**src/design/fpa_pkg.sv**
```systemverilog
`default_nettype none

package fpa_pkg;

    localparam int DataW    = 32;
    localparam int FuncW    = 4;
    localparam int DivSteps = DataW;

    // Operation codes carried on the input tuser
    typedef enum logic [FuncW-1:0] {
        FN_ADD      = 4'd0,
        FN_SUB      = 4'd1,
        FN_MUL      = 4'd2,
        FN_DIV      = 4'd3,
        FN_GT       = 4'd4,
        FN_LT       = 4'd5,
        FN_GE       = 4'd6,
        FN_LE       = 4'd7,
        FN_EQ       = 4'd8,
        FN_NE       = 4'd9,
        FN_INC      = 4'd10,
        FN_DEC      = 4'd11,
        FN_MIN      = 4'd12,
        FN_MAX      = 4'd13,
        FN_TO_INT   = 4'd14,
        FN_FROM_INT = 4'd15
    } t_func;

    typedef enum logic [1:0] {
        ST_OK   = 2'd0,
        ST_SAT  = 2'd1,
        ST_DIV0 = 2'd2
    } t_status;

    localparam logic [DataW-1:0] SAT_POS = 32'h7FFF_FFFF;
    localparam logic [DataW-1:0] SAT_NEG = 32'h8000_0000;

    // Per-item control that rides along the whole pipeline
    typedef struct packed {
        t_func            func;
        logic [DataW-1:0] res;   // result of the operations computed in the input stage
        logic             cmp;
        t_status          st;
        logic             neg;   // sign of a product or quotient
        logic             div0;
        logic             dovf;  // quotient does not fit in 32 bits
    } t_ctl;

    // Operand magnitudes and divider state
    typedef struct packed {
        logic [DataW-1:0] mag_a;
        logic [DataW-1:0] mag_b;
        logic [DataW-1:0] rem;
        logic [DataW-1:0] quo;
    } t_div;

    // Rounded magnitude of a product or quotient
    typedef struct packed {
        logic [DataW-1:0] mag;
        logic             big;   // magnitude at or above 2^32
    } t_mag;

endpackage

`default_nettype wire

```
**src/design/fpa_final.sv**
```systemverilog
`default_nettype none

module fpa_final (
    input  wire logic          i_clk,
    input  wire logic          i_rst_n,
    input  wire logic          i_valid,
    output logic               o_ready,
    input  wire fpa_pkg::t_ctl i_ctl,
    input  wire fpa_pkg::t_mag i_mag,
    output logic               o_valid,
    input  wire logic          i_ready,
    output logic [31:0]        o_res,
    output logic               o_cmp,
    output fpa_pkg::t_status   o_st
);
    import fpa_pkg::*;

    logic             r_valid;
    logic [DataW-1:0] r_res;
    logic             r_cmp;
    t_status          r_st;
    logic [DataW-1:0] n_res;
    t_status          n_st;
    logic             w_sat;
    logic [DataW-1:0] w_val;

    // Apply sign, saturate and pick the result source
    always_comb begin
        if (i_ctl.neg) begin
            w_sat = i_mag.big || (i_mag.mag > SAT_NEG);
            w_val = DataW'(-i_mag.mag);
        end else begin
            w_sat = i_mag.big || i_mag.mag[DataW-1];
            w_val = i_mag.mag;
        end
        n_res = i_ctl.res;
        n_st  = i_ctl.st;
        if (i_ctl.func == FN_MUL || i_ctl.func == FN_DIV) begin
            priority if (i_ctl.func == FN_DIV && i_ctl.div0) begin
                n_res = '0;
                n_st  = ST_DIV0;
            end else if (w_sat) begin
                n_res = i_ctl.neg ? SAT_NEG : SAT_POS;
                n_st  = ST_SAT;
            end else begin
                n_res = w_val;
                n_st  = ST_OK;
            end
        end
    end

    // Output register: hold while the receiver stalls
    assign o_ready = !r_valid || i_ready;

    always_ff @(posedge i_clk) begin
        if (!i_rst_n) begin
            r_valid <= 1'b0;
        end else if (o_ready) begin
            r_valid <= i_valid;
        end
    end

    always_ff @(posedge i_clk) begin
        if (i_valid && o_ready) begin
            r_res <= n_res;
            r_cmp <= i_ctl.cmp;
            r_st  <= n_st;
        end
    end

    assign o_valid = r_valid;
    assign o_res   = r_res;
    assign o_cmp   = r_cmp;
    assign o_st    = r_st;

endmodule

`default_nettype wire

```
**config.mk**
```make
export PLATFORM = sky130hd
export DESIGN_NAME = fpa_final
export DESIGN_NICKNAME = d
export VERILOG_FILES = /design/src/design/fpa_pkg.sv /design/src/design/fpa_final.sv
export SDC_FILE = /design/constraint.sdc
export NUM_CORES = 1
export LEC_CHECK = 0
export BUFFER_PORTS_ARGS = -buffer_cell sky130_fd_sc_hd__buf_2
export CAP_MARGIN = 10
export CORE_ASPECT_RATIO = 1.75
export CORE_MARGIN = 10
export CORE_UTILIZATION = 47
export DETAILED_ROUTE_END_ITERATION = 10
export PLACE_DENSITY = 0.86
export SLEW_MARGIN = 20
export SYNTH_ARGS = -nofsm -noshare
export SYNTH_HDL_FRONTEND = slang
export SYNTH_SLANG_ARGS = --single-unit
export TNS_END_PERCENT = 20
```
**constraint.sdc**
```tcl
create_clock -name i_clk -period 3.05 [get_ports i_clk]
set_input_delay 0.1525 -clock i_clk [delete_from_list [all_inputs] [get_ports i_clk]]
set_output_delay 0.1525 -clock i_clk [all_outputs]
set_load 0.005 [all_outputs]
```
## Word level (Yosys, flattened, before mapping)

Cells that the tools add are included.

| cells by class | value |
|---|---|
| equality and inequality tests | 2 |
| $lt $le $gt $ge | 1 |
| reductions and logical operators | 7 |
| $add $sub $neg | 1 |
| mux-type cells | 9 |

Operators with widths:

| cell | count |
|---|---|
| $mux 32 | 5 |
| $gt 32x32->1 const B | 1 |
| $neg 32->32 | 1 |
| $eq 4x2->1 const B | 2 |
| $logic_or 1x1->1 | 4 |
| $mux 2 | 2 |
| $logic_and 1x1->1 | 2 |
| $mux 1 | 2 |
| $logic_not 1->1 | 1 |

| word-level totals | value |
|---|---|
| register bits | 36 |
| output and inout bits | 37 |
| input port bits | 79 |
| logic and storage cells | 24 |

## Depth between registers and ports, before layout

| logic depth | value |
|---|---|
| depth in word-level cells | 6 |
| gate-level depth with buffers | 8 |
| depth with buffers taken out | 7 |

## Least setup slack after synthesis

Ideal clock, no wire load.

| timing path | value |
|---|---|
| path type | input-to-reg |
| from | input i_mag[21] (netlist bit) |
| to | register r_res[7], in the netlist o_res[7], data pin |
| arrival time | 2.196 ns |
| data required time | 2.796 ns |
| library setup time | 0.254 ns |
| slack | 0.600 ns |
| buffers on the path | 1 |
| stages on the path | 7 |
| cell sequence | or4_4 -> or4_1 -> or3_4 -> o41ai_4 -> buf_6 -> a21oi_1 -> a21o_1 |

| between the ends | value |
|---|---|
| cells in the longest elaborated chain, start to end | 6 |

RTL lines:

| item | RTL line | RTL |
|---|---|---|
| start: declaration | fpa_final.sv:9 | `input wire fpa_pkg::t_mag i_mag,` |
| $gt 32x32->1 | fpa_final.sv:30 | `w_sat = i_mag.big \|\| (i_mag.mag > SAT_NEG);` |
| $logic_or 1x1->1 | fpa_final.sv:30 |  |
| $mux 1 | fpa_final.sv:29 | `if (i_ctl.neg) begin` |
| $mux 32 | fpa_final.sv:42 | `end else if (w_sat) begin` |
| $mux 32 | fpa_final.sv:39 | `priority if (i_ctl.func == FN_DIV && i_ctl.div0) begin` |
| $mux 32 | fpa_final.sv:38 | `if (i_ctl.func == FN_MUL \|\| i_ctl.func == FN_DIV) begin` |
| named net n_res[7] | fpa_final.sv:22 | `logic [DataW-1:0] n_res;` |
| end signal: assignment | fpa_final.sv:65 | `r_res <= n_res;` |
| end: declaration | fpa_final.sv:19 | `logic [DataW-1:0] r_res;` |

The timed path passes the listed nets, and every way through them passes these cells.
A chain may end at the register's enable or synchronous reset.

## Worst setup path after layout

| timing path | value |
|---|---|
| from | input i_mag[21] (netlist bit) |
| to | register r_res[1], in the netlist o_res[1], data pin |

Same word-level chain as after synthesis.

==> impl_results.html <==
<table>
<tr><th>Metric</th><th>Value</th></tr>
<tr><th colspan="2">Synth</th></tr>
<tr><td>Most frequently used cell type in the post-synthesis netlist</td><td>sky130_fd_sc_hd__edfxtp_1</td></tr>
<tr><td>Post-synthesis share of cell area spent on full adders, half adders and majority gates</td><td>0.00518</td></tr>
<tr><td>Yosys warnings</td><td>0</td></tr>
<tr><td>Leading area contributor after synthesis</td><td>sky130_fd_sc_hd__edfxtp_1</td></tr>
<tr><td>Post-Synthesis Net Count</td><td>313</td></tr>
<tr><td>Most used DFF post-synth</td><td>sky130_fd_sc_hd__edfxtp_1</td></tr>
<tr><td>Synth Cell Area</td><td>about 2400 um2</td></tr>
<tr><td>Proportion of synthesized chip area in sequential cells</td><td>0.443</td></tr>
<tr><td>Number of standard cells after synthesis</td><td>233</td></tr>
<tr><td>Area fraction in compound gates after synthesis</td><td>0.269</td></tr>
<tr><td>Count of unique library cells instantiated by Yosys</td><td>47</td></tr>
<tr><td>Number of synthesized flops with an enable pin</td><td>35</td></tr>
<tr><td>Register bit total from synthesis</td><td>36</td></tr>
<tr><td>Average size of a mapped cell</td><td>10.4 um2</td></tr>
<tr><td>Most numerous cell types in the synthesized netlist</td><td>sky130_fd_sc_hd__edfxtp_1, sky130_fd_sc_hd__xor2_1, sky130_fd_sc_hd__a21o_1, sky130_fd_sc_hd__a21oi_1</td></tr>
<tr><td>Top cells by area in the synthesized netlist</td><td>sky130_fd_sc_hd__edfxtp_1, sky130_fd_sc_hd__xor2_1, sky130_fd_sc_hd__a21o_1</td></tr>
<tr><td>Share of the synthesized netlist area taken by xor and xnor gates</td><td>0.0978</td></tr>
<tr><td>Yosys top cell area share</td><td>0.435</td></tr>
<tr><td>Simple-gate share of the synthesized area</td><td>0.126</td></tr>
<tr><td>Ys async rst share</td><td>0</td></tr>
<tr><td>Portion of netlist area occupied by mux cells</td><td>0.00828</td></tr>
<tr><td>Main combinational cell family by area after synthesis</td><td>compound AO/OA/AOI/OAI gates</td></tr>
<tr><th colspan="2">Place</th></tr>
<tr><td>Weighted congestion reported at the end of routability-driven placement</td><td>0.808</td></tr>
<tr><td>Worst slack at placement</td><td>0.216 ns</td></tr>
<tr><td>Total half-perimeter wirelength after legalization and detailed placement</td><td>5.66 mm</td></tr>
<tr><td>Cells after DPL</td><td>392</td></tr>
<tr><td>IO buf count</td><td>114</td></tr>
<tr><th colspan="2">GRT</th></tr>
<tr><td>Antenna violations before repair</td><td>0</td></tr>
<tr><td>GRT Util Overall</td><td>0.166</td></tr>
<tr><td>Global-route wire length before repair</td><td>11.2 mm</td></tr>
<tr><td>Pin count of the biggest net entering global routing</td><td>37</td></tr>
<tr><td>Vias in the first global route</td><td>2364</td></tr>
<tr><td>Overflow after GRT</td><td>0</td></tr>
<tr><th colspan="2">Setup path</th></tr>
<tr><td>Worst Setup Start Kind</td><td>input pin</td></tr>
<tr><td>First element of the critical path</td><td>i_mag[21]</td></tr>
<tr><td>WP data required</td><td>3.09 ns</td></tr>
<tr><td>Data arrival time at the worst-slack endpoint</td><td>2.58 ns</td></tr>
<tr><td>Endpoint of the most critical setup path</td><td>o_res[1]$_DFFE_PP_</td></tr>
<tr><td>Reg2Reg Setup Slack</td><td>about 1.7 ns</td></tr>
<tr><td>Critical register-to-register path startpoint</td><td>o_valid$_SDFFE_PN0N_</td></tr>
<tr><td>Kind of end point of the critical path</td><td>register</td></tr>
<tr><td>Largest fanout of any net on the critical path</td><td>21</td></tr>
<tr><td>Worst Setup Path Type</td><td>input pin to register</td></tr>
<tr><td>Worst r2r dst</td><td>o_res[30]$_DFFE_PP_</td></tr>
<tr><td>Number of cell instances on the worst register-to-register path</td><td>3</td></tr>
<tr><th colspan="2">Finish</th></tr>
<tr><td>Cell Count, Final, Fillers Out</td><td>400</td></tr>
<tr><td>Area growth, synth to finish</td><td>29.8%</td></tr>
<tr><td># diodes</td><td>0</td></tr>
<tr><td>Fraction of final layout cells with drive strength greater than 1</td><td>0.413</td></tr>
<tr><td>Fill cell instance count of the final layout</td><td>441</td></tr>
<tr><td>NumNets Final</td><td>425</td></tr>
<tr><th colspan="2">Clocking</th></tr>
<tr><td>Cells resized by post-CTS repair</td><td>0</td></tr>
<tr><td>H-tree level count</td><td>2</td></tr>
<tr><td>Clock tree from TritonCTS</td><td>done</td></tr>
<tr><td>Num Clock Sinks</td><td>36</td></tr>
<tr><td>Post-CTS setup repair buffer count</td><td>0</td></tr>
<tr><td>Source-to-sink clock delay at the later pin of the worst-skew pair</td><td>0.29 ns</td></tr>
<tr><td>Post-CTS Hold Buffers</td><td>0</td></tr>
<tr><td>Largest buffer count on any clock path</td><td>2</td></tr>
<tr><td>Root buffer cell</td><td>sky130_fd_sc_hd__clkbuf_8</td></tr>
<tr><td>Number of CTS-inserted buffers</td><td>5</td></tr>
<tr><td>Clock slew at the register clock pins of the worst setup and hold paths</td><td>0.07 ns</td></tr>
<tr><th colspan="2">Die</th></tr>
<tr><td>Effective utilization at floorplan</td><td>0.486</td></tr>
<tr><td>Placeable Area</td><td>4980 um2</td></tr>
<tr><td>Floorplan die height</td><td>approximately 110 um</td></tr>
<tr><td>Die footprint</td><td>8520 um2</td></tr>
<tr><td>Boundary pin count</td><td>116</td></tr>
<tr><td>Site Rows</td><td>34</td></tr>
<tr><td>Chip Width</td><td>74.2 um</td></tr>
<tr><th colspan="2">Drt</th></tr>
<tr><td>Number of remaining DRC errors</td><td>0</td></tr>
<tr><td>Number of detailed-routing iterations run before antenna repair</td><td>4</td></tr>
<tr><td>Routed Wire Length</td><td>7.35 mm</td></tr>
<tr><td>Detailed-route wire length per cell</td><td>18.4 um</td></tr>
<tr><td>Number of DRC markers in iteration 0</td><td>123</td></tr>
<tr><td>DRT antenna net count</td><td>0</td></tr>
<tr><td>Vias after detailed routing</td><td>2281</td></tr>
<tr><td>Ratio of routed vias to standard cells</td><td>5.70</td></tr>
<tr><th colspan="2">Timing</th></tr>
<tr><td>Final Cycle Share</td><td>0.832</td></tr>
<tr><td>Final count of negative-setup-slack endpoints</td><td>0</td></tr>
<tr><td>Slew of the pin with the lowest slew margin</td><td>approximately 0.59 ns</td></tr>
<tr><td>Number of max-slew violations in the final report</td><td>0</td></tr>
<tr><td>Setup repair after global routing missed its margin</td><td>false</td></tr>
<tr><td>Highest clock frequency the design can meet</td><td>394 MHz</td></tr>
<tr><td>Setup clock skew after layout</td><td>0.00829 ns</td></tr>
<tr><td>Total negative slack</td><td>0 ns</td></tr>
<tr><td>Hold slack final</td><td>around 0.044 ns</td></tr>
<tr><td>Hold violation count in the final report</td><td>0</td></tr>
<tr><td>Smallest setup slack after layout</td><td>between 0.5 and 0.6 ns</td></tr>
<tr><td>Normalized max-slew margin</td><td>0.607</td></tr>
<tr><td>Minimum period implied by the final worst setup slack</td><td>2.54 ns</td></tr>
<tr><th colspan="2">Power and ir drop</th></tr>
<tr><td>P_int</td><td>0.000991 W</td></tr>
<tr><td>Reg power frac</td><td>0.453</td></tr>
<tr><td>Switching power total</td><td>0.000320 W</td></tr>
<tr><td>Worst VDD drop</td><td>0.305 mV</td></tr>
<tr><td>Power share of the combinational group</td><td>0.191</td></tr>
<tr><td>Ratio of total power to cell area</td><td>around 420 nW/um2</td></tr>
<tr><td>Share of total power in the clock network</td><td>0.356</td></tr>
<tr><td>Leakage</td><td>roughly 1.4 nW</td></tr>
<tr><td>Switching Share</td><td>0.244</td></tr>
<tr><th colspan="2">Run status</th></tr>
<tr><td>Result of the run</td><td>complete, no violations</td></tr>
<tr><th colspan="2">Flow run</th></tr>
<tr><td>Reported max-cap violation count</td><td>0</td></tr>
<tr><th colspan="2">Hold path</th></tr>
<tr><td>Tightest Hold Check Type</td><td>input pin to register</td></tr>
<tr><td>Cell depth of the worst hold path</td><td>1</td></tr>
</table>
worst min path at each step:
stage | startpoint | to | slack (ns)
2_1_floorplan | i_ctl[5] | o_cmp$_DFFE_PP_ | 0.25
3_5_place_dp | i_ctl[5] | o_cmp$_DFFE_PP_ | 0.33
3_3_place_gp | i_ctl[5] | o_cmp$_DFFE_PP_ | 0.33
5_1_grt | i_ctl[5] | o_cmp$_DFFE_PP_ | 0.04
4_1_cts | i_ctl[5] | o_cmp$_DFFE_PP_ | 0.03
6_report | i_ctl[5] | o_cmp$_DFFE_PP_ | 0.04
through the flow:
stage               utilization  area [um2]  power, W
global placement          0.605        3010  0.000846
floorplan                     -        2420  0.000733
global route              0.630        3140   0.00136
CTS                       0.630        3140   0.00132
detailed placement        0.605        3010  0.000857
finish                    0.630        3140   0.00131
kinds of logic (layout without fill, tap and decap cells):
logic type | after synthesis | count (layout)
mux | 2 | 2
buf+inv | 22 | 135
xor+xnor | 27 | 27
flops | 36 | 36
fa+ha+maj | 1 | 1
simple gates | 53 | 53
compound gates | 92 | 92
power by group through the flow:
stage | clock network, W | logic, W | registers (W)
global placement | 0 | 0.000243 | 0.000603
finish | 0.000466 | 0.000251 | 0.000594
floorplan | 0 | 0.000121 | 0.000611
global route | 0.000489 | 0.000277 | 0.000598
CTS | 0.000474 | 0.000253 | 0.000594
detailed placement | 0 | 0.000252 | 0.000605
layout by cell type, fill, tap and decap left out, types with 2 or more instances in the layout:
cell,instances
sky130_fd_sc_hd__a21o_1,23
sky130_fd_sc_hd__a21oi_1,21
sky130_fd_sc_hd__a21oi_2,5
sky130_fd_sc_hd__a31oi_1,2
sky130_fd_sc_hd__buf_2,114
sky130_fd_sc_hd__buf_4,7
sky130_fd_sc_hd__clkbuf_8,7
sky130_fd_sc_hd__edfxtp_1,35
sky130_fd_sc_hd__inv_1,6
sky130_fd_sc_hd__mux2i_1,2
sky130_fd_sc_hd__nand2_1,13
sky130_fd_sc_hd__nand2b_1,2
sky130_fd_sc_hd__nand3_1,3
sky130_fd_sc_hd__nor2_1,6
sky130_fd_sc_hd__nor3_1,6
sky130_fd_sc_hd__nor4_1,5
sky130_fd_sc_hd__o211ai_1,7
sky130_fd_sc_hd__o21ai_0,8
sky130_fd_sc_hd__o31ai_1,13
sky130_fd_sc_hd__o41ai_1,5
sky130_fd_sc_hd__or3_2,2
sky130_fd_sc_hd__or4_1,4
sky130_fd_sc_hd__or4_4,2
sky130_fd_sc_hd__xnor2_1,3
sky130_fd_sc_hd__xor2_1,24
worst max-delay path, cell delays in order:
cell,delay (ns)
sky130_fd_sc_hd__buf_2,0.12
sky130_fd_sc_hd__or4_4,0.55
sky130_fd_sc_hd__or4_1,0.43
sky130_fd_sc_hd__or3_4,0.38
sky130_fd_sc_hd__o41ai_4,0.33
sky130_fd_sc_hd__buf_4,0.34
sky130_fd_sc_hd__a21oi_1,0.11
sky130_fd_sc_hd__a21o_1,0.17
per-layer routing:
metal	share of wire	wire length [um]	track usage	up-vias
li1	-	-	-	1123
met5	0	0	0	-
met4	0.017	124	0.0662	0
met3	0.069	510	0.0328	10
met2	0.57	4210	0.318	81
met1	0.34	2510	0.163	1067
state kept, by name, indices dropped and copies added (netlist names):
name	flops
o_cmp	1
o_res	32
o_st	2
o_valid	1
cell type report:
class | count | area, um2 | area share
clock buffer | 7 | 96.3 | 0.0307
clock inverter | 1 | 30.0 | 0.00957
inverter | 6 | 22.5 | 0.00718
multi-input combinational | 175 | 1230 | 0.391
sequential | 36 | 1070 | 0.341
tap | 54 | 67.6 | 0.0215
timing repair buffer | 121 | 623 | 0.199
No activity file was read; power rests on OpenSTA's default activity.
